===== src/ism_pkg.sv =====
`default_nettype none

package ism_pkg;

    // Default geometry
    localparam int STACK_DEPTH_DEF = 16;
    localparam int PC_BITS_DEF     = 16;

    // Fixed field widths
    localparam int FUNC_W     = 8;
    localparam int WORD_W     = 32;
    localparam int NPC_W      = 16;
    localparam int LEN_W      = 16;
    localparam int FAULT_W    = 3;
    localparam int APB_ADDR_W = 3;
    localparam int APB_DATA_W = 32;

    // Instruction lengths in bytes: opcode alone, or opcode plus 4-byte immediate
    localparam int IMM_BYTES      = 4;
    localparam int INSN_SHORT_LEN = 1;
    localparam int INSN_LONG_LEN  = INSN_SHORT_LEN + IMM_BYTES;

    // Register map
    localparam logic [APB_ADDR_W-1:0] REG_PROG_LEN_ADDR = 3'd0;

    // Opcodes
    localparam logic [FUNC_W-1:0] OP_PUSH     = 8'h01;
    localparam logic [FUNC_W-1:0] OP_PUSH_STR = 8'h02;
    localparam logic [FUNC_W-1:0] OP_PRINT    = 8'h03;
    localparam logic [FUNC_W-1:0] OP_INPUT    = 8'h04;
    localparam logic [FUNC_W-1:0] OP_ADD      = 8'h05;
    localparam logic [FUNC_W-1:0] OP_SUB      = 8'h06;
    localparam logic [FUNC_W-1:0] OP_MUL      = 8'h07;
    localparam logic [FUNC_W-1:0] OP_CMP      = 8'h08;
    localparam logic [FUNC_W-1:0] OP_JE       = 8'h09;
    localparam logic [FUNC_W-1:0] OP_JNE      = 8'h0A;
    localparam logic [FUNC_W-1:0] OP_JMP      = 8'h0B;
    localparam logic [FUNC_W-1:0] OP_CALLBACK = 8'h0C;

    // Fault codes
    localparam logic [FAULT_W-1:0] FLT_NONE    = 3'd0;
    localparam logic [FAULT_W-1:0] FLT_INVALID = 3'd1;
    localparam logic [FAULT_W-1:0] FLT_UNDER   = 3'd2;
    localparam logic [FAULT_W-1:0] FLT_OVER    = 3'd3;
    localparam logic [FAULT_W-1:0] FLT_STRING  = 3'd4;

    // Stack operations: combine pops two entries and pushes one
    typedef enum logic [1:0] {
        STK_HOLD,
        STK_PUSH,
        STK_POP,
        STK_COMBINE
    } stk_op_t;

    typedef struct packed {
        stk_op_t             op;
        logic [WORD_W-1:0]   data;
    } stk_ctl_t;

    typedef struct packed {
        logic [NPC_W-1:0]    next_pc;
        logic                print_valid;
        logic [WORD_W-1:0]   print_value;
        logic                halted;
        logic [FAULT_W-1:0]  fault_code;
    } ism_res_t;

endpackage

`default_nettype wire


===== src/ism_stack.sv =====
`default_nettype none

module ism_stack
    import ism_pkg::*;
#(
    parameter int DEPTH = STACK_DEPTH_DEF,
    parameter int CNT_W = $clog2(DEPTH + 1)
)
(
    input  wire logic               clk,
    input  wire logic               rst_n,
    input  wire stk_ctl_t           ctl,
    output logic [WORD_W-1:0]       top,
    output logic [WORD_W-1:0]       second,
    output logic [CNT_W-1:0]        count
);

    logic [WORD_W-1:0] entry_reg [DEPTH];
    logic [CNT_W-1:0]  count_reg;
    logic [CNT_W-1:0]  count_next;

    // Shift the entries: entry 0 is the top of the stack
    always_ff @(posedge clk)
    begin
        unique case (ctl.op)
            STK_PUSH:
            begin
                entry_reg[0] <= ctl.data;
                for (int i = 1; i < DEPTH; i++)
                begin
                    entry_reg[i] <= entry_reg[i-1];
                end
            end
            STK_POP:
            begin
                for (int i = 0; i < DEPTH - 1; i++)
                begin
                    entry_reg[i] <= entry_reg[i+1];
                end
            end
            STK_COMBINE:
            begin
                entry_reg[0] <= ctl.data;
                for (int i = 1; i < DEPTH - 1; i++)
                begin
                    entry_reg[i] <= entry_reg[i+1];
                end
            end
            STK_HOLD:
            begin
            end
        endcase
    end

    // Track the fill level
    always_comb
    begin
        unique case (ctl.op)
            STK_PUSH:    count_next = count_reg + CNT_W'(1);
            STK_POP:     count_next = count_reg - CNT_W'(1);
            STK_COMBINE: count_next = count_reg - CNT_W'(1);
            STK_HOLD:    count_next = count_reg;
        endcase
    end

    always_ff @(posedge clk or negedge rst_n)
    begin
        if (!rst_n)
        begin
            count_reg <= '0;
        end
        else
        begin
            count_reg <= count_next;
        end
    end

    assign top    = entry_reg[0];
    assign second = entry_reg[1];
    assign count  = count_reg;

endmodule

`default_nettype wire


===== src/ism_exec.sv =====
`default_nettype none

module ism_exec
    import ism_pkg::*;
#(
    parameter int PC_BITS = PC_BITS_DEF,
    parameter int DEPTH   = STACK_DEPTH_DEF,
    parameter int CNT_W   = $clog2(DEPTH + 1)
)
(
    input  wire logic [FUNC_W-1:0]  func,
    input  wire logic [WORD_W-1:0]  immediate,
    input  wire logic [WORD_W-1:0]  console_value,
    input  wire logic [PC_BITS-1:0] pc,
    input  wire logic [LEN_W-1:0]   program_length,
    input  wire logic [CNT_W-1:0]   count,
    input  wire logic [WORD_W-1:0]  top,
    input  wire logic [WORD_W-1:0]  second,
    output logic [PC_BITS-1:0]      npc,
    output stk_ctl_t                ctl,
    output ism_res_t                res
);

    localparam int CMP_W = (PC_BITS > LEN_W) ? PC_BITS : LEN_W;

    logic [CMP_W-1:0]   pc_ext;
    logic [CMP_W-1:0]   npc_ext;
    logic [CMP_W-1:0]   len_ext;
    logic [PC_BITS-1:0] pc_short;
    logic [PC_BITS-1:0] pc_long;
    logic [PC_BITS-1:0] target;
    logic               at_end;
    logic               empty;
    logic               full;
    logic               has_two;
    logic [WORD_W-1:0]  arith;
    logic [FAULT_W-1:0] fault;
    logic               pv;
    logic [WORD_W-1:0]  pval;

    assign pc_ext   = CMP_W'(pc);
    assign len_ext  = CMP_W'(program_length);
    assign at_end   = pc_ext >= len_ext;
    assign pc_short = pc + PC_BITS'(INSN_SHORT_LEN);
    assign pc_long  = pc + PC_BITS'(INSN_LONG_LEN);
    assign target   = immediate[PC_BITS-1:0];
    assign empty    = count == '0;
    assign full     = count >= CNT_W'(DEPTH);
    assign has_two  = count >= CNT_W'(2);

    // Two-operand result from the top and the entry below it; SUB and CMP give second minus top
    always_comb
    begin
        unique case (func)
            OP_ADD:  arith = top + second;
            OP_MUL:  arith = top * second;
            default: arith = second - top;
        endcase
    end

    // Decode and execute one instruction
    always_comb
    begin
        npc      = pc_short;
        ctl.op   = STK_HOLD;
        ctl.data = arith;
        fault    = FLT_NONE;
        pv       = 1'b0;
        pval     = '0;
        if (at_end)
        begin
            npc = pc;
        end
        else
        begin
            unique case (func)
                OP_PUSH:
                begin
                    npc = pc_long;
                    if (full)
                    begin
                        fault = FLT_OVER;
                    end
                    else
                    begin
                        ctl.op   = STK_PUSH;
                        ctl.data = immediate;
                    end
                end
                OP_PRINT:
                begin
                    if (!empty)
                    begin
                        ctl.op = STK_POP;
                        pv     = 1'b1;
                        pval   = top;
                    end
                end
                OP_INPUT:
                begin
                    if (!empty)
                    begin
                        if (full)
                        begin
                            fault = FLT_OVER;
                        end
                        else
                        begin
                            ctl.op   = STK_PUSH;
                            ctl.data = console_value;
                        end
                    end
                end
                OP_ADD, OP_SUB, OP_MUL, OP_CMP:
                begin
                    if (!has_two)
                    begin
                        fault = FLT_UNDER;
                    end
                    else
                    begin
                        ctl.op = STK_COMBINE;
                    end
                end
                OP_JE, OP_JNE:
                begin
                    npc = pc_long;
                    if (empty)
                    begin
                        fault = FLT_UNDER;
                    end
                    else
                    begin
                        ctl.op = STK_POP;
                        if ((func == OP_JE) == (top == '0))
                        begin
                            npc = target;
                        end
                    end
                end
                OP_JMP:
                begin
                    npc = target;
                end
                OP_PUSH_STR, OP_CALLBACK:
                begin
                    fault = FLT_STRING;
                end
                default:
                begin
                    fault = FLT_INVALID;
                end
            endcase
        end
    end

    assign npc_ext = CMP_W'(npc);

    // Pack the result
    always_comb
    begin
        res.next_pc     = NPC_W'(npc);
        res.print_valid = pv;
        res.print_value = pval;
        res.fault_code  = fault;
        res.halted      = at_end || (fault != FLT_NONE) || (npc_ext >= len_ext);
    end

endmodule

`default_nettype wire


===== src/integer_stack_machine_execute.sv =====
// An input transfer passes the input register, then the result register, to its result transfer.
// Throughput: one instruction per cycle unless a result stalls; stack and PC update on execute.
// A stalled result holds both stages; the input register still takes one transfer while empty.
// Reset (rst_n low, asynchronous) clears the PC, stack count, program_length and valid flags.
// Stack contents are not cleared; only entries below the count are ever read.
`default_nettype none

module integer_stack_machine_execute
    import ism_pkg::*;
#(
    parameter int STACK_DEPTH = STACK_DEPTH_DEF,
    parameter int PC_BITS     = PC_BITS_DEF
)
(
    input  wire logic                     clk,
    input  wire logic                     rst_n,
    input  wire logic                     psel,
    input  wire logic                     penable,
    input  wire logic                     pwrite,
    input  wire logic [APB_ADDR_W-1:0]    paddr,
    input  wire logic [APB_DATA_W-1:0]    pwdata,
    output logic [APB_DATA_W-1:0]         prdata,
    output logic                          pready,
    input  wire logic                     in_valid,
    output logic                          in_ready,
    input  wire logic [FUNC_W-1:0]        func,
    input  wire logic signed [WORD_W-1:0] immediate,
    input  wire logic signed [WORD_W-1:0] console_value,
    output logic                          out_valid,
    input  wire logic                     out_ready,
    output logic [NPC_W-1:0]              next_pc,
    output logic                          print_valid,
    output logic signed [WORD_W-1:0]      print_value,
    output logic                          halted,
    output logic [FAULT_W-1:0]            fault_code
);

    localparam int CNT_W = $clog2(STACK_DEPTH + 1);

    logic [LEN_W-1:0]   prog_len_reg;
    logic [PC_BITS-1:0] pc_reg;
    logic               in_valid_reg;
    logic [FUNC_W-1:0]  func_reg;
    logic [WORD_W-1:0]  imm_reg;
    logic [WORD_W-1:0]  con_reg;
    logic               out_valid_reg;
    ism_res_t           res_reg;

    logic               advance;
    logic               exec_fire;
    logic               cfg_write;
    logic [PC_BITS-1:0] npc;
    stk_ctl_t           exec_ctl;
    stk_ctl_t           stk_ctl;
    ism_res_t           exec_res;
    logic [WORD_W-1:0]  top;
    logic [WORD_W-1:0]  second;
    logic [CNT_W-1:0]   count;

    // Configuration port
    assign pready    = 1'b1;
    assign cfg_write = psel && penable && pwrite && (paddr == REG_PROG_LEN_ADDR);
    assign prdata    = (paddr == REG_PROG_LEN_ADDR) ? APB_DATA_W'(prog_len_reg) : '0;

    always_ff @(posedge clk or negedge rst_n)
    begin
        if (!rst_n)
        begin
            prog_len_reg <= '0;
        end
        else if (cfg_write)
        begin
            prog_len_reg <= pwdata[LEN_W-1:0];
        end
    end

    // Handshake: the result stage frees when empty or taken
    assign advance   = !out_valid_reg || out_ready;
    assign in_ready  = !in_valid_reg || advance;
    assign exec_fire = in_valid_reg && advance;

    // Input register
    always_ff @(posedge clk or negedge rst_n)
    begin
        if (!rst_n)
        begin
            in_valid_reg <= 1'b0;
        end
        else if (in_ready)
        begin
            in_valid_reg <= in_valid;
        end
    end

    always_ff @(posedge clk)
    begin
        if (in_valid && in_ready)
        begin
            func_reg <= func;
            imm_reg  <= immediate;
            con_reg  <= console_value;
        end
    end

    ism_exec #(
        .PC_BITS (PC_BITS),
        .DEPTH   (STACK_DEPTH),
        .CNT_W   (CNT_W)
    ) u_exec (
        .func           (func_reg),
        .immediate      (imm_reg),
        .console_value  (con_reg),
        .pc             (pc_reg),
        .program_length (prog_len_reg),
        .count          (count),
        .top            (top),
        .second         (second),
        .npc            (npc),
        .ctl            (exec_ctl),
        .res            (exec_res)
    );

    // Apply stack changes only when the instruction executes
    always_comb
    begin
        stk_ctl = exec_ctl;
        if (!exec_fire)
        begin
            stk_ctl.op = STK_HOLD;
        end
    end

    ism_stack #(
        .DEPTH (STACK_DEPTH),
        .CNT_W (CNT_W)
    ) u_stack (
        .clk    (clk),
        .rst_n  (rst_n),
        .ctl    (stk_ctl),
        .top    (top),
        .second (second),
        .count  (count)
    );

    // Advance the PC
    always_ff @(posedge clk or negedge rst_n)
    begin
        if (!rst_n)
        begin
            pc_reg <= '0;
        end
        else if (exec_fire)
        begin
            pc_reg <= npc;
        end
    end

    // Result register
    always_ff @(posedge clk or negedge rst_n)
    begin
        if (!rst_n)
        begin
            out_valid_reg <= 1'b0;
        end
        else if (advance)
        begin
            out_valid_reg <= in_valid_reg;
        end
    end

    always_ff @(posedge clk)
    begin
        if (exec_fire)
        begin
            res_reg <= exec_res;
        end
    end

    assign out_valid   = out_valid_reg;
    assign next_pc     = res_reg.next_pc;
    assign print_valid = res_reg.print_valid;
    assign print_value = res_reg.print_value;
    assign halted      = res_reg.halted;
    assign fault_code  = res_reg.fault_code;

endmodule

`default_nettype wire


===== config.mk =====
export PLATFORM = sky130hd
export DESIGN_NAME = integer_stack_machine_execute
export DESIGN_NICKNAME = d
export VERILOG_FILES = /design/src/ism_pkg.sv /design/src/ism_stack.sv /design/src/ism_exec.sv /design/src/integer_stack_machine_execute.sv
export SDC_FILE = /design/constraint.sdc
export NUM_CORES = 2
export LEC_CHECK = 0
export BUFFER_PORTS_ARGS = -buffer_cell sky130_fd_sc_hd__buf_2
export CAP_MARGIN = 10
export CORE_ASPECT_RATIO = 1.2
export CORE_MARGIN = 4
export CORE_UTILIZATION = 25
export DETAILED_ROUTE_END_ITERATION = 7
export HOLD_SLACK_MARGIN = 0.08
export PLACE_DENSITY_LB_ADDON = 0.15
export SYNTH_ARGS = -nofsm -noshare
export SYNTH_HDL_FRONTEND = slang
export SYNTH_SLANG_ARGS = --single-unit

===== constraint.sdc =====
create_clock -name clk -period 14.2 [get_ports clk]
set_clock_uncertainty 0.1 [all_clocks]
set_input_delay 2.84 -clock clk [delete_from_list [all_inputs] [get_ports clk]]
set_output_delay 2.84 -clock clk [all_outputs]
set_load 0.02 [all_outputs]

Word-level counts from Yosys, hierarchy flattened --
Memories as Yosys holds them, arrays and structs flattened. Index checks and enable logic that the tools add are counted.
Cells by class: multiply operators 1, eq/ne operators 16, add/sub/neg operators 6, bitwise gates (word level) 31, multiplexer cells 59, reduce and logical (&&, ||, !) cells 24, order comparisons 4
Operator list (number):
- 32-bit two-way mux | 30
- 32-bit one-hot mux with 2 select lines | 2
- 34-bit two-way mux | 2
- 33-bit two-way mux | 2
- 16-bit two-way mux | 4
- 16-bit one-hot mux with 3 select lines | 1
- 8-bit by 4-bit == test with 1-bit output, second input constant | 5
- 32-bit adder | 1
- 8-bit by 3-bit == test with 1-bit output, second input constant | 4
- 16-bit greater-or-equal comparator | 2
- 32-bit zero test | 1
- 32-bit by 32-bit multiplier with 32-bit output | 1
- 32-bit subtractor | 1
- 1-bit OR | 30
- 3-bit one-hot mux with 6 select lines | 1
- 16-bit by 1-bit adder with 16-bit output, second input constant | 1
- 16-bit by 3-bit adder with 16-bit output, second input constant | 1
- 8-bit by 2-bit == test with 1-bit output, second input constant | 2
- 2-bit two-way mux | 7
- 5-bit one-hot mux with 2 select lines | 1
- 2-bit OR reduction | 5
- 8-bit by 1-bit == test with 1-bit output, second input constant | 1
- 2-bit one-hot mux with 4 select lines | 1
- 1-bit two-way mux | 7
- other kinds (18) | 28
Storage, ports and cells: input port bits 114, memories 1, memory bits (writable) 512, register bits after elaboration 164, logic and storage cells 155, output and inout bits 88
Memories:
- u_stack.entry_reg | words 16, width 32, read ports 16, clocked after Yosys merged registers in 0, wr ports 16, RTL line ism_stack.sv:18 | logic [WORD_W-1:0] entry_reg [DEPTH];

Depth between registers and ports, before layout --
An unclocked memory read counts as a cell.
depth after elaboration 13, mapped depth 29, gate-level depth less buffers 26

Hierarchy --
From an unflattened synthesis, not the netlist that was laid out.
Unflattened totals: cells, all modules 4299, area total of the unflattened synthesis 48190.0 um^2
By module, submodules not included:
- ism_stack | cells an instance 1417, instances 1, sequential area each 15499.9 um^2, area each 21438.1 um^2
- ism_exec | cells an instance 2641, instances 1, sequential area each 0.0 um^2, area each 21396.8 um^2
- integer_stack_machine_execute | cells an instance 241, instances 1, sequential area each 4604.4 um^2, area each 5355.1 um^2

Worst setup path before layout --
Ideal clock, no wire load.
kind in2reg, start input port out_ready, end memory u_stack.entry_reg[0][0], enable pin, cell stages on the path 6, arrival 12.895 ns, buffers on the path 1, data required time 13.276 ns, path slack 0.381 ns, library setup time 0.824 ns, cell sequence nand2b_1 > nand2_1 > nor3_1 > clkbuf_1 > nor2_1 > inv_1
RTL lines:
- start: declaration | RTL line integer_stack_machine_execute.sv:30 | input wire logic out_ready,
- end: declaration | RTL line ism_stack.sv:18

==> run metrics <==
Max clock buf depth 3; total vias in the final route approximately 31000; kind of critical path register to register; worst hold stages 0; Antenna Nets Post-Route 0; CP max FO 18; worst-case reg-to-reg path depth 26; core box area roughly 0.19 sq mm; Post-Layout Cell Count 6970; Worst R2R End u_stack.entry_reg[0][31]$_DFFE_PP_; Crit path arrival time 9.19 ns; cells after synthesis about 4300; RR Startpoint u_stack.entry_reg[0][8]$_DFFE_PP_; Layout Nets 5137; register area share after synthesis a little over two fifths; Relative slew margins approximately a quarter; Setup Buffers After CTS 0; slack of the worst reg-to-reg path ~5.5 ns; top-count cell post-synth nand2_1; first-pass GRT wire length around 210 mm; Critical Path Source Type register; synth warn 0; Most used DFF post-synth edfxtp_1; cell internal pwr about 0.0038 W; Avg Inst Size Synth approximately 11 sq um; gpl congestion approximately 0.81; Async SR Flop Fraction about 5.8%; Peak VDD IR ~0.000081 V; max cap viols 0; EDFF count, synth between 600 and 700; Placed Instances between 6000 and 7000; WL per Instance between 15 and 20 microns; 1st-pass router iterations 5; clock-pin transition on the worst setup and hold timing paths roughly 0.070 ns; Min-Delay Endpoint u_stack.entry_reg[15][26]$_DFFE_PP_; CTS Hold Bufs 0; share of cells above drive strength 1 15.5%; synth unique cells between 70 and 80; Tot GR Track Use between 10% and 20%; sw frac a little under 30%; DRT iter0 DRCs around 1900; status finished, final reports clean; Die H between 400 and 500 microns; Period minus WS final between 8 and 9 ns; Area Overhead vs Synth 13.4%; PortBufs 168; Slew @ Worst Pin between 1 and 1.5 ns; switching pwr between 0.0015 and 0.002 W; Remaining DRCs 0; HP Class register to register; clock share of power 40.3%; top post-synthesis cells by count nand2_1 (790), edfxtp_1 (637), inv_1 (418); clk root buf clkbuf_16; crit share post-route about three fifths; max reg flops around 500; synth top area cells edfxtp_1 (40%), fa_1 (17%), mux2_2 (7.0%); largest area contributor in the synthesized netlist edfxtp_1; # IOs 202; Flop pwr share 42.9%; Die Wd a little over 400 microns; Logic pwr share between 15 and 20%; initial antenna violation count 5; Inserted Clock Buffers 83; Power Dens Cells 100 mW/mm^2; f_max between 0.1 and 0.15 GHz; Buf+Inv Stages, Crit Path 6; cell family with most CP delay adder cells; Hold Startpoint u_stack.entry_reg[14][26]$_DFFE_PP_; CTS tree built; Rows about 180; clk sinks around 680; Clk Latency, worst-skew pair ~0.71 ns; DIE AREA roughly 0.2 sq mm; leakage power 21.6 nW; CTS H-tree depth 3; Slowest-stage cell, CP edfxtp_1; Synth Register Bits slightly below 700; gr ovfl total 0; largest net degree at the start of global routing around 160; Hold Fails Final Rpt 0; vias in the first global route between 30000 and 40000; Total Power 0.00543 W; detailed-route wire length 138 mm; CP Data Required Time approximately 15 ns; crit path capture type register; CP peak stage delay 0.83 ns; final slew viol count 0; Starting Density between 20% and 30%; Synth top area share roughly 40%; most used cell, CP fa_1; HPWL Detailed around 96 mm; DP Worst Slack between 5 and 6 ns; setup TNS 0 ns; post-CTS sizing 0; RSZ-0062 raised after global routing no; count of final setup violators 0; final worst setup slack approximately 5.5 ns; Mapped Area roughly 0.048 sq mm; vias per cell roughly 4.5
power by group through the flow:
| stage | logic [W] | registers, W | clock network, W |
|---|---|---|---|
| detailed placement | 0.000921 | 0.00237 | 0 |
| CTS | 0.000928 | 0.00233 | 0.00228 |
| global placement | 0.000915 | 0.00237 | 0 |
| floorplan | 0.000623 | 0.00236 | 0 |
| finish | 0.000912 | 0.00233 | 0.00219 |
| global route | 0.00103 | 0.00234 | 0.00236 |
metrics by stage:
step	hold slack, ns	utilization (%)	instance area [sq um]
2_1_floorplan	0.326	-	47800
4_1_cts	0.344	28.5	54200
3_3_place_gp	0.332	27.1	51400
3_5_place_dp	0.334	27.1	51400
5_1_grt	0.343	28.5	54200
6_report	0.344	28.5	54200
area by class of cell:
class	instances	area (sq um)
fill	19700	136000
sequential	676	20100
antenna	2	5.00
inverter	419	1590
clock inverter	47	553
multi-input combinational	2990	25100
clock buffer	106	2220
tap	2478	3100
timing repair buffer	252	1500
worst max-delay path by stage:
stage	to	cells after the start	slack [ns]	from
2_1_floorplan	u_stack.entry_reg[0][0]$_DFFE_PP_	6	0.38	out_ready
3_3_place_gp	u_stack.entry_reg[0][31]$_DFFE_PP_	26	5.39	u_stack.entry_reg[0][8]$_DFFE_PP_
3_5_place_dp	u_stack.entry_reg[0][31]$_DFFE_PP_	26	5.44	u_stack.entry_reg[0][8]$_DFFE_PP_
4_1_cts	u_stack.entry_reg[0][31]$_DFFE_PP_	26	5.41	u_stack.entry_reg[0][8]$_DFFE_PP_
5_1_grt	u_stack.entry_reg[0][31]$_DFFE_PP_	26	5.14	u_stack.entry_reg[0][8]$_DFFE_PP_
6_report	u_stack.entry_reg[0][31]$_DFFE_PP_	26	5.50	u_stack.entry_reg[0][8]$_DFFE_PP_
placed cells by master, fill, tap and decap left out, drive strengths merged, types with 16 or more instances in the layout:
master  instances
nand2         790
edfxtp        637
inv           425
fa            410
and2          362
mux2          297
buf           252
ha            191
a21oi         157
nor2          137
o21ai         109
xnor2         106
clkbuf        106
xor2           49
dfrtp          39
a22oi          33
nand3          30
nor3           30
clkinv         29
a21o           27
a31oi          19
conb           17
nand2b         16
nor2b          16
cell families after synthesis:
group | Yosys count | synth area share (%)
AO/OA/AOI/OAI | 460 | 5.95
AND/OR/NAND/NOR | 1456 | 14.3
other | 2 | 0.0157
flip-flops | 676 | 42.1
buffers and inverters | 681 | 5.59
adder cells (fa/ha/maj) | 601 | 22.2
multiplexers | 301 | 7.08
XOR/XNOR | 155 | 2.84
metal layers:
metal	GRT usage [%]	routed length, microns	vias to the layer above
met3	1.41	4520	170
met5	0	0	-
li1	-	-	14600
met2	23.3	66300	525
met4	4.31	4030	0
met1	19.0	63000	16000
worst register-to-register path, stage by stage, from the launching register on:
cell and delay (ns):
edfxtp_1 0.83, buf_4 0.45, nand2_1 0.16, fa_1 0.41, inv_1 0.10, fa_1 0.46, fa_1 0.53, inv_1 0.06
fa_1 0.47, inv_1 0.05, fa_1 0.50, inv_1 0.06, fa_1 0.53, inv_1 0.05, fa_1 0.53, fa_1 0.44
ha_1 0.38, a21oi_1 0.18, o21ai_0 0.10, a21o_1 0.18, a221o_1 0.29, a31oi_1 0.47, o211a_1 0.28, or4_1 0.18
a31oi_1 0.11, nor3b_1 0.46, o22a_1 0.24
Power figures use the tool's default switching activity.
